## src/design/sta_pkg.sv

```systemverilog
// shared constants, types and register codes for the timestamp aligner
`default_nettype none
package sta_pkg;

  localparam int NUM_AXES   = 3;
  localparam int TIME_W     = 63;
  localparam int AXIS_IN_W  = 21;
  localparam int AXIS_OUT_W = 25;
  localparam int INTERVAL_W = 30;
  localparam int RESYNC_W   = 40;
  localparam int CFG_DATA_W = 40;
  localparam int CFG_IDX_W  = 2;

  // standard gravity in q16
  localparam logic signed [AXIS_IN_W-1:0] G_Q16 = 21'sd642689;
  localparam int PROD_W = 2 * AXIS_IN_W;

  localparam logic [INTERVAL_W-1:0] DATA_INTERVAL_RST  = 30'd8000000;
  localparam logic [INTERVAL_W-1:0] WINDOW_EPSILON_RST = 30'd1000000;
  localparam logic [RESYNC_W-1:0]   RESYNC_RST         = 40'd5000000000;

  typedef enum logic [CFG_IDX_W-1:0] {
    CFG_DATA_INTERVAL   = 2'd0,
    CFG_WINDOW_EPSILON  = 2'd1,
    CFG_RESYNC_INTERVAL = 2'd2,
    CFG_PUBLISH_ON_TICK = 2'd3
  } cfg_idx_t;

  localparam logic KIND_SAMPLE = 1'b0;
  localparam logic KIND_TICK   = 1'b1;

  typedef struct packed {
    logic [INTERVAL_W-1:0] data_interval;
    logic [INTERVAL_W-1:0] window_epsilon;
    logic [RESYNC_W-1:0]   resync_interval;
    logic                  on_tick;
  } sta_cfg_t;

  typedef struct packed {
    logic              publish;
    logic              load_axes;
    logic              use_latest;
    logic [TIME_W-1:0] stamp;
  } sta_ctrl_t;

endpackage
`default_nettype wire

```

## src/design/sta_axis_lane.sv

```systemverilog
// one axis lane: negate, scale by gravity and round half up
`default_nettype none
module sta_axis_lane
  import sta_pkg::*;
(
  input  wire logic signed [AXIS_IN_W-1:0]  axis_in,
  output logic signed [AXIS_OUT_W-1:0]      axis_out
);

  logic signed [PROD_W-1:0] prod;
  logic signed [PROD_W:0]   rounded;

  assign prod = axis_in * G_Q16;
  // -a*g + half, then floor by an arithmetic shift of 16
  assign rounded = (PROD_W+1)'(signed'(32768)) - {prod[PROD_W-1], prod};
  // result always fits the output width, so the upper bits are sign copies
  assign axis_out = rounded[AXIS_OUT_W+15:16];

endmodule
`default_nettype wire

```

## src/design/sta_align.sv

```systemverilog
// sync window, zero points, resync request and stamp decision
`default_nettype none
module sta_align
  import sta_pkg::*;
(
  input  wire logic              clk,
  input  wire logic              rst_n,
  input  wire logic              item_acc,
  input  wire logic              kind,
  input  wire logic [TIME_W-1:0] host_time,
  input  wire logic [TIME_W-1:0] device_time,
  input  wire sta_cfg_t          cfg,
  output sta_ctrl_t              ctrl
);

  logic              first_seen_r, first_seen_nxt;
  logic              sync_pending_r, sync_pending_nxt;
  logic              enabled_r, enabled_nxt;
  logic [TIME_W-1:0] last_arrival_r, last_arrival_nxt;
  logic [TIME_W-1:0] host_zero_r, host_zero_nxt;
  logic [TIME_W-1:0] offset_r, offset_nxt;
  logic [TIME_W-1:0] latest_dev_r, latest_dev_nxt;
  logic [TIME_W-1:0] last_stamp_r, last_stamp_nxt;
  logic [INTERVAL_W:0] win_lo, win_hi;

  logic              is_sample, active;
  logic [TIME_W:0]   gap, since_zero;
  logic              sync_hit, resync_due;
  logic [TIME_W-1:0] base_dev, stamp;
  logic              want_pub, pub;

  assign win_lo = {1'b0, cfg.data_interval} - {1'b0, cfg.window_epsilon};
  assign win_hi = {1'b0, cfg.data_interval} + {1'b0, cfg.window_epsilon};

  assign is_sample  = item_acc && (kind == KIND_SAMPLE);
  assign active     = is_sample && first_seen_r;
  assign gap        = {1'b0, host_time} - {1'b0, last_arrival_r};
  assign since_zero = {1'b0, host_time} - {1'b0, host_zero_r};

  // signed gap against lo (may be negative) and hi
  assign sync_hit = active && sync_pending_r
                 && ($signed(gap) >= $signed({{(TIME_W-INTERVAL_W){win_lo[INTERVAL_W]}},
                                              win_lo}))
                 && ($signed(gap) <= $signed({{(TIME_W-INTERVAL_W){1'b0}}, win_hi}));

  // on a sync hit the zero point is now, so no resync can be due
  assign resync_due = active && !sync_hit && (cfg.resync_interval != '0)
                   && !since_zero[TIME_W]
                   && (since_zero[TIME_W-1:0] >= {{(TIME_W-RESYNC_W){1'b0}},
                                                  cfg.resync_interval});

  assign base_dev = (kind == KIND_TICK) ? latest_dev_r : device_time;
  assign stamp    = sync_hit ? host_time : base_dev + offset_r;

  always_comb begin
    want_pub = 1'b0;
    if (item_acc) begin
      if (kind == KIND_TICK) begin
        want_pub = cfg.on_tick && enabled_r;
      end else begin
        want_pub = active && (enabled_r || sync_hit) && !cfg.on_tick;
      end
    end
  end

  assign pub = want_pub && (stamp >= last_stamp_r);

  always_comb begin
    first_seen_nxt   = first_seen_r;
    sync_pending_nxt = sync_pending_r;
    enabled_nxt      = enabled_r;
    last_arrival_nxt = last_arrival_r;
    host_zero_nxt    = host_zero_r;
    offset_nxt       = offset_r;
    latest_dev_nxt   = latest_dev_r;
    last_stamp_nxt   = pub ? stamp : last_stamp_r;
    if (is_sample) begin
      first_seen_nxt   = 1'b1;
      last_arrival_nxt = host_time;
    end
    if (sync_hit) begin
      host_zero_nxt    = host_time;
      offset_nxt       = host_time - device_time;
      sync_pending_nxt = 1'b0;
      enabled_nxt      = 1'b1;
    end
    if (resync_due) begin
      sync_pending_nxt = 1'b1;
    end
    if (active && (enabled_r || sync_hit)) begin
      latest_dev_nxt = device_time;
    end
  end

  always_ff @(posedge clk) begin
    if (!rst_n) begin
      first_seen_r   <= 1'b0;
      sync_pending_r <= 1'b1;
      enabled_r      <= 1'b0;
      last_arrival_r <= '0;
      host_zero_r    <= '0;
      offset_r       <= '0;
      latest_dev_r   <= '0;
      last_stamp_r   <= '0;
    end else begin
      first_seen_r   <= first_seen_nxt;
      sync_pending_r <= sync_pending_nxt;
      enabled_r      <= enabled_nxt;
      last_arrival_r <= last_arrival_nxt;
      host_zero_r    <= host_zero_nxt;
      offset_r       <= offset_nxt;
      latest_dev_r   <= latest_dev_nxt;
      last_stamp_r   <= last_stamp_nxt;
    end
  end

  assign ctrl.publish    = pub;
  assign ctrl.load_axes  = active && (enabled_r || sync_hit);
  assign ctrl.use_latest = (kind == KIND_TICK);
  assign ctrl.stamp      = stamp;

  a_enabled_holds: assert property (@(posedge clk) disable iff (!rst_n)
    enabled_r |=> enabled_r) else $error("output enable dropped");

  a_pub_needs_enable: assert property (@(posedge clk) disable iff (!rst_n)
    pub |-> enabled_nxt) else $error("item published before sync");

  a_no_hit_first: assert property (@(posedge clk) disable iff (!rst_n)
    !first_seen_r |-> !sync_hit) else $error("sync on first sample");

endmodule
`default_nettype wire

```

## src/design/sensor_timestamp_aligner.sv

```systemverilog
// top level: config registers, axis lanes, alignment control and output register
//
//  channel | ports                                   | direction
//  input   | in_valid, in_stall, in_kind, in_*_ns,   | item in
//          | in_accel_{x,y,z}_in                      |
//  output  | out_valid, out_stall, out_stamp_ns,      | item out
//          | out_accel_{x,y,z}_out                    |
//  config  | cfg_we, cfg_index, cfg_data              | register write
//
// one item per unstalled cycle; a published item appears in the output register
// the cycle after it is taken, set by one state update and stamp add/compare
// reset is synchronous; the block takes items directly after reset
// in_stall is high only while a result sits in the output register and
// out_stall holds it there
`default_nettype none
module sensor_timestamp_aligner
  import sta_pkg::*;
(
  input  wire logic                          clk,
  input  wire logic                          rst_n,
  input  wire logic                          in_valid,
  output logic                               in_stall,
  input  wire logic                          in_kind,
  input  wire logic [TIME_W-1:0]             in_host_time_ns,
  input  wire logic [TIME_W-1:0]             in_device_time_ns,
  input  wire logic signed [AXIS_IN_W-1:0]   in_accel_x_in,
  input  wire logic signed [AXIS_IN_W-1:0]   in_accel_y_in,
  input  wire logic signed [AXIS_IN_W-1:0]   in_accel_z_in,
  output logic                               out_valid,
  input  wire logic                          out_stall,
  output logic [TIME_W-1:0]                  out_stamp_ns,
  output logic signed [AXIS_OUT_W-1:0]       out_accel_x_out,
  output logic signed [AXIS_OUT_W-1:0]       out_accel_y_out,
  output logic signed [AXIS_OUT_W-1:0]       out_accel_z_out,
  input  wire logic                          cfg_we,
  input  wire logic [CFG_IDX_W-1:0]          cfg_index,
  input  wire logic [CFG_DATA_W-1:0]         cfg_data
);

  sta_cfg_t  cfg_r;
  sta_ctrl_t ctrl;
  logic      item_acc;
  logic      out_valid_r, out_valid_nxt;
  logic [TIME_W-1:0] out_stamp_r;

  logic signed [AXIS_IN_W-1:0]  axis_in   [NUM_AXES];
  logic signed [AXIS_OUT_W-1:0] axis_scl  [NUM_AXES];
  logic signed [AXIS_OUT_W-1:0] latest_r  [NUM_AXES];
  logic signed [AXIS_OUT_W-1:0] out_axis_r [NUM_AXES];

  // configuration registers
  always_ff @(posedge clk) begin
    if (!rst_n) begin
      cfg_r.data_interval   <= DATA_INTERVAL_RST;
      cfg_r.window_epsilon  <= WINDOW_EPSILON_RST;
      cfg_r.resync_interval <= RESYNC_RST;
      cfg_r.on_tick         <= 1'b0;
    end else if (cfg_we) begin
      case (cfg_idx_t'(cfg_index))
        CFG_DATA_INTERVAL:   cfg_r.data_interval   <= cfg_data[INTERVAL_W-1:0];
        CFG_WINDOW_EPSILON:  cfg_r.window_epsilon  <= cfg_data[INTERVAL_W-1:0];
        CFG_RESYNC_INTERVAL: cfg_r.resync_interval <= cfg_data[RESYNC_W-1:0];
        CFG_PUBLISH_ON_TICK: cfg_r.on_tick         <= cfg_data[0];
        default: ;
      endcase
    end
  end

  assign in_stall = out_valid_r && out_stall;
  assign item_acc = in_valid && !in_stall;

  assign axis_in[0] = in_accel_x_in;
  assign axis_in[1] = in_accel_y_in;
  assign axis_in[2] = in_accel_z_in;

  for (genvar i = 0; i < NUM_AXES; i++) begin : g_lane
    sta_axis_lane u_lane (
      .axis_in  (axis_in[i]),
      .axis_out (axis_scl[i])
    );
  end

  sta_align u_align (
    .clk         (clk),
    .rst_n       (rst_n),
    .item_acc    (item_acc),
    .kind        (in_kind),
    .host_time   (in_host_time_ns),
    .device_time (in_device_time_ns),
    .cfg         (cfg_r),
    .ctrl        (ctrl)
  );

  // latest scaled axes and the merged output payload
  always_ff @(posedge clk) begin
    for (int i = 0; i < NUM_AXES; i++) begin
      if (!rst_n) begin
        latest_r[i] <= '0;
      end else if (ctrl.load_axes) begin
        latest_r[i] <= axis_scl[i];
      end
    end
  end

  always_ff @(posedge clk) begin
    if (ctrl.publish) begin
      out_stamp_r <= ctrl.stamp;
      for (int i = 0; i < NUM_AXES; i++) begin
        out_axis_r[i] <= ctrl.use_latest ? latest_r[i] : axis_scl[i];
      end
    end
  end

  always_comb begin
    out_valid_nxt = out_valid_r;
    if (ctrl.publish) begin
      out_valid_nxt = 1'b1;
    end else if (!out_stall) begin
      out_valid_nxt = 1'b0;
    end
  end

  always_ff @(posedge clk) begin
    if (!rst_n) begin
      out_valid_r <= 1'b0;
    end else begin
      out_valid_r <= out_valid_nxt;
    end
  end

  assign out_valid       = out_valid_r;
  assign out_stamp_ns    = out_stamp_r;
  assign out_accel_x_out = out_axis_r[0];
  assign out_accel_y_out = out_axis_r[1];
  assign out_accel_z_out = out_axis_r[2];

  a_stall_only_full: assert property (@(posedge clk) disable iff (!rst_n)
    in_stall |-> out_valid_r) else $error("input stalled with empty output register");

  a_pub_shows: assert property (@(posedge clk) disable iff (!rst_n)
    ctrl.publish |=> out_valid_r) else $error("published item not presented");

  a_pub_only_taken: assert property (@(posedge clk) disable iff (!rst_n)
    ctrl.publish |-> item_acc) else $error("publish without a taken item");

endmodule
`default_nettype wire
```

## config.mk

```make
export PLATFORM = sky130hd
export DESIGN_NAME = sensor_timestamp_aligner
export DESIGN_NICKNAME = d
export VERILOG_FILES = /design/src/design/sta_pkg.sv /design/src/design/sta_axis_lane.sv /design/src/design/sta_align.sv /design/src/design/sensor_timestamp_aligner.sv
export SDC_FILE = /design/constraint.sdc
export NUM_CORES = 2
export LEC_CHECK = 0
export BUFFER_PORTS_ARGS = -buffer_cell sky130_fd_sc_hd__buf_4
export CAP_MARGIN = 10
export CORE_ASPECT_RATIO = 1.25
export CORE_MARGIN = 3
export CORE_UTILIZATION = 64
export CTS_CLUSTER_DIAMETER = 100
export DETAILED_ROUTE_END_ITERATION = 7
export GPL_TIMING_DRIVEN = 0
export PLACE_DENSITY = 0.83
export SYNTH_ARGS = -nofsm -noshare
export SYNTH_HDL_FRONTEND = slang
export SYNTH_SLANG_ARGS = --single-unit
```

## constraint.sdc

```tcl
create_clock -name clk -period 11.2 [get_ports clk]
set_input_delay 1.12 -clock clk [delete_from_list [all_inputs] [get_ports clk]]
set_output_delay 1.12 -clock clk [all_outputs]
set_load 0.02 [all_outputs]
```

==> reports/results.ini <==
[critical_path]
cp_common_cell=o21a_1
timing.rr.start=cfg_r[71]
worstPathRequired_ps=11550
cpPeakStageDelay_ps=520
path_class=primary input to register
cp-end-kind=register
crit_fanout=39
reg2reg_to=out_stamp_ns[29]
crit_end=out_stamp_ns[29]
startpoint=in_host_time_ns[0]
cp.arrival_ps=11230
rrSetupSlack_ps=320
worstRegToRegCells=49
crit_path_top_delay_cell=nor2_1
startpoint_type=primary input

[layout]
fin_area_um2=76500
final_common_cell=inv_1
drive_gt1_share_pct=8.50
area_growth_pct=11.1
fin_util_pct=72.2
final_cell_count_no_fill=9987
final_nets=10300
most-common-layout-cells=inv_1 (1261), ha_1 (1062), nand2_1 (784)

[logic_synthesis]
ys_ff_latch=633
synth_edf_count=213
seq_area_frac_synth_pct=21.5
synth_top_area_cell=ha_1
ys_async_sr_fraction_pct=0
synth_fp_nets=9798
yosys.cell_types.count=95
synth_area_per_cell_um2=8.59
synth_cells=8018
synthTopCellsByArea=ha_1 (19%), fa_1 (14%), dfxtp_1 (12%)
synth_top_cell_area_share_pct=19.3
syn-cell-area_um2=68900
yosys_warnings=0
synth_flop_cell=dfxtp_1

[floorplan]
die_w_um=299
fp.coreArea_um2=106000
rows=133
start_util_pct=65.0
io_pins=377
dieArea_um2=112000
die_h_um=373

[timing]
fin_crit_ps=10880
finalCritPeriodShare_pct=97.2
fin_setup_tns_ps=0
finalSetupViolCount=0
hold_viol_final=0
slew_viol_final=0
slew_headroom_pct=10.2
max_freq_mhz=91.9
tightest_slew_ps=1350
final.setup_skew_ps=37.8

[placement]
placed_cells=9814
dp_hpwl_um=175000
routabilityCongestion=1.05
dpl-instance-area_um2=73500
io_buffers=375

[global_routing]
grt_usage_pct=37.7
gr-usage-met2_pct=64.6
overflow=0
antenna_found_initial=38
grt_pass1_vias=60600
grt_max_degree=40
use_met3_pct=6.95
grt_first_pass_wirelength_um=328000
top_usage_layer=met2
grt.met1_usage_pct=42.5

[drt]
ant_nets=0
vias=59200
drt-vias-per-instance=5.93
dr.pass1.iters=5
drc_errors=0
first_iter_violations=4097
routed_wl_um=212000
wl_per_cell_um=21.2

[power]
powerDensity_nw_per_um2=282
power.internal_uw=10900
ir_drop_v=0.00124
p_comb_share_pct=75.7
switching_power_uw=10600
netSwitchingFraction_pct=49.2
p_leak_uw=0.0349
clkPwrFrac_pct=11.2
power_frac_seq_pct=13.1

[clock_tree]
clockRootBuffer=clkbuf_16
ctsHoldBuffers=0
cts_tree=yes
cts_buffers=69
cts_max_level=3
path_clk_slew_ps=60
cts_sinks=633
clk_path_buf_depth=3
clock_latency_ps=680

[outcome]
outcome=complete, no violations

[job]
drv_cap=0

[min_path]
hp-class=register to register

power by group through the flow:
| stage | clock (uW) | sequential (uW) | combinational [uW] |
|---|---|---|---|
| CTS | 2430 | 2820 | 16200 |
| global route | 2520 | 2830 | 18300 |
| global placement | 0 | 2870 | 15200 |
| finish | 2420 | 2820 | 16300 |
| floorplan | 0 | 2860 | 12000 |
| detailed placement | 0 | 2870 | 15900 |
routing by layer:
| layer | routed length [um] | up-vias |
|---|---|---|
| met5 | 138 | - |
| met4 | 16900 | 20 |
| met3 | 15700 | 622 |
| met2 | 102000 | 2076 |
| met1 | 77300 | 28400 |
| li1 | - | 28100 |
synth_stat cells, drive strengths merged, types with 61 or more instances:
cell / n
clkbuf: 203
o21bai: 62
dfxtp: 420
fa: 480
xnor2: 257
nand2: 786
o21a: 61
nor2b: 66
nand2b: 70
inv: 1262
mux2i: 181
nor2: 463
a211oi: 63
ha: 1063
edfxtp: 213
o21ai: 491
nor3: 93
nand3: 178
nand4: 82
xor2: 125
a21oi: 616
a21o: 198
critical path, delay by kind of cell:
kind / cells / cell delay [ps]
AND/OR/NAND/NOR: 12 / 2800
adder cells (fa/ha/maj): 4 / 1360
AO/OA/AOI/OAI: 20 / 4100
buffers and inverters: 9 / 1780
registers in the layout, summed over array words and instances, names as in the netlist:
name,flops
u_align.first_seen_r,1
u_align.last_stamp_r,63
u_align.offset_r,63
u_align.enabled_r,1
latest_r,75
out_stamp_ns,63
u_align.last_arrival_r,63
out_valid,1
out_axis_r,75
u_align.sync_pending_r,1
u_align.host_zero_r,63
u_align.latest_dev_r,63
cfg_r,101
cell families after synthesis:
kind of cell	synth area share (%)
simple gates	12.9
flops	21.5
compound gates	16.0
xor+xnor	4.86
buf+inv	8.55
mux	2.88
fa+ha+maj	33.3
how the worst min path moves through the flow:
| stage | from | endpoint | cells past startpoint | slack (ps) |
|---|---|---|---|---|
| 6_report | u_align.last_arrival_r[42] | u_align.last_arrival_r[42] | 2 | 450 |
| 2_1_floorplan | u_align.latest_dev_r[0] | u_align.latest_dev_r[0] | 2 | 430 |
| 3_3_place_gp | u_align.last_arrival_r[38] | u_align.last_arrival_r[38] | 2 | 440 |
| 4_1_cts | u_align.last_arrival_r[15] | u_align.last_arrival_r[15] | 2 | 450 |
| 5_1_grt | u_align.last_arrival_r[1] | u_align.last_arrival_r[1] | 2 | 470 |
| 3_5_place_dp | u_align.last_arrival_r[15] | u_align.last_arrival_r[15] | 2 | 450 |
final cells by class:
cell class / count / area [um2]
clock buffer: 100 / 2000
tap: 1417 / 1770
antenna: 27 / 67.6
sequential: 633 / 14800
fill: 8260 / 29500
buffer: 261 / 1210
inverter: 1262 / 4740
timing repair buffer: 400 / 3120
multi-input combinational: 5861 / 48500
clock inverter: 26 / 357
timing repair:
item                       in CTS  in global routing
pin swaps                      10                 13
gates cloned                    4                  0
setup buffers                   9                  8
resized for setup              41                 37
setup endpoints to repair     202                202
through the flow:
stage                     setup slack (ps)  hold slack (ps)  total power [uW]
after CTS                            0.455              455             21500
after global placement               -3500              441             18000
after detailed placement             -3140              447             18800
after global routing                  -223              474             23700
after floorplan                        931              432             14900
final                                  316              454             21500
Power figures use the tool's default switching activity.
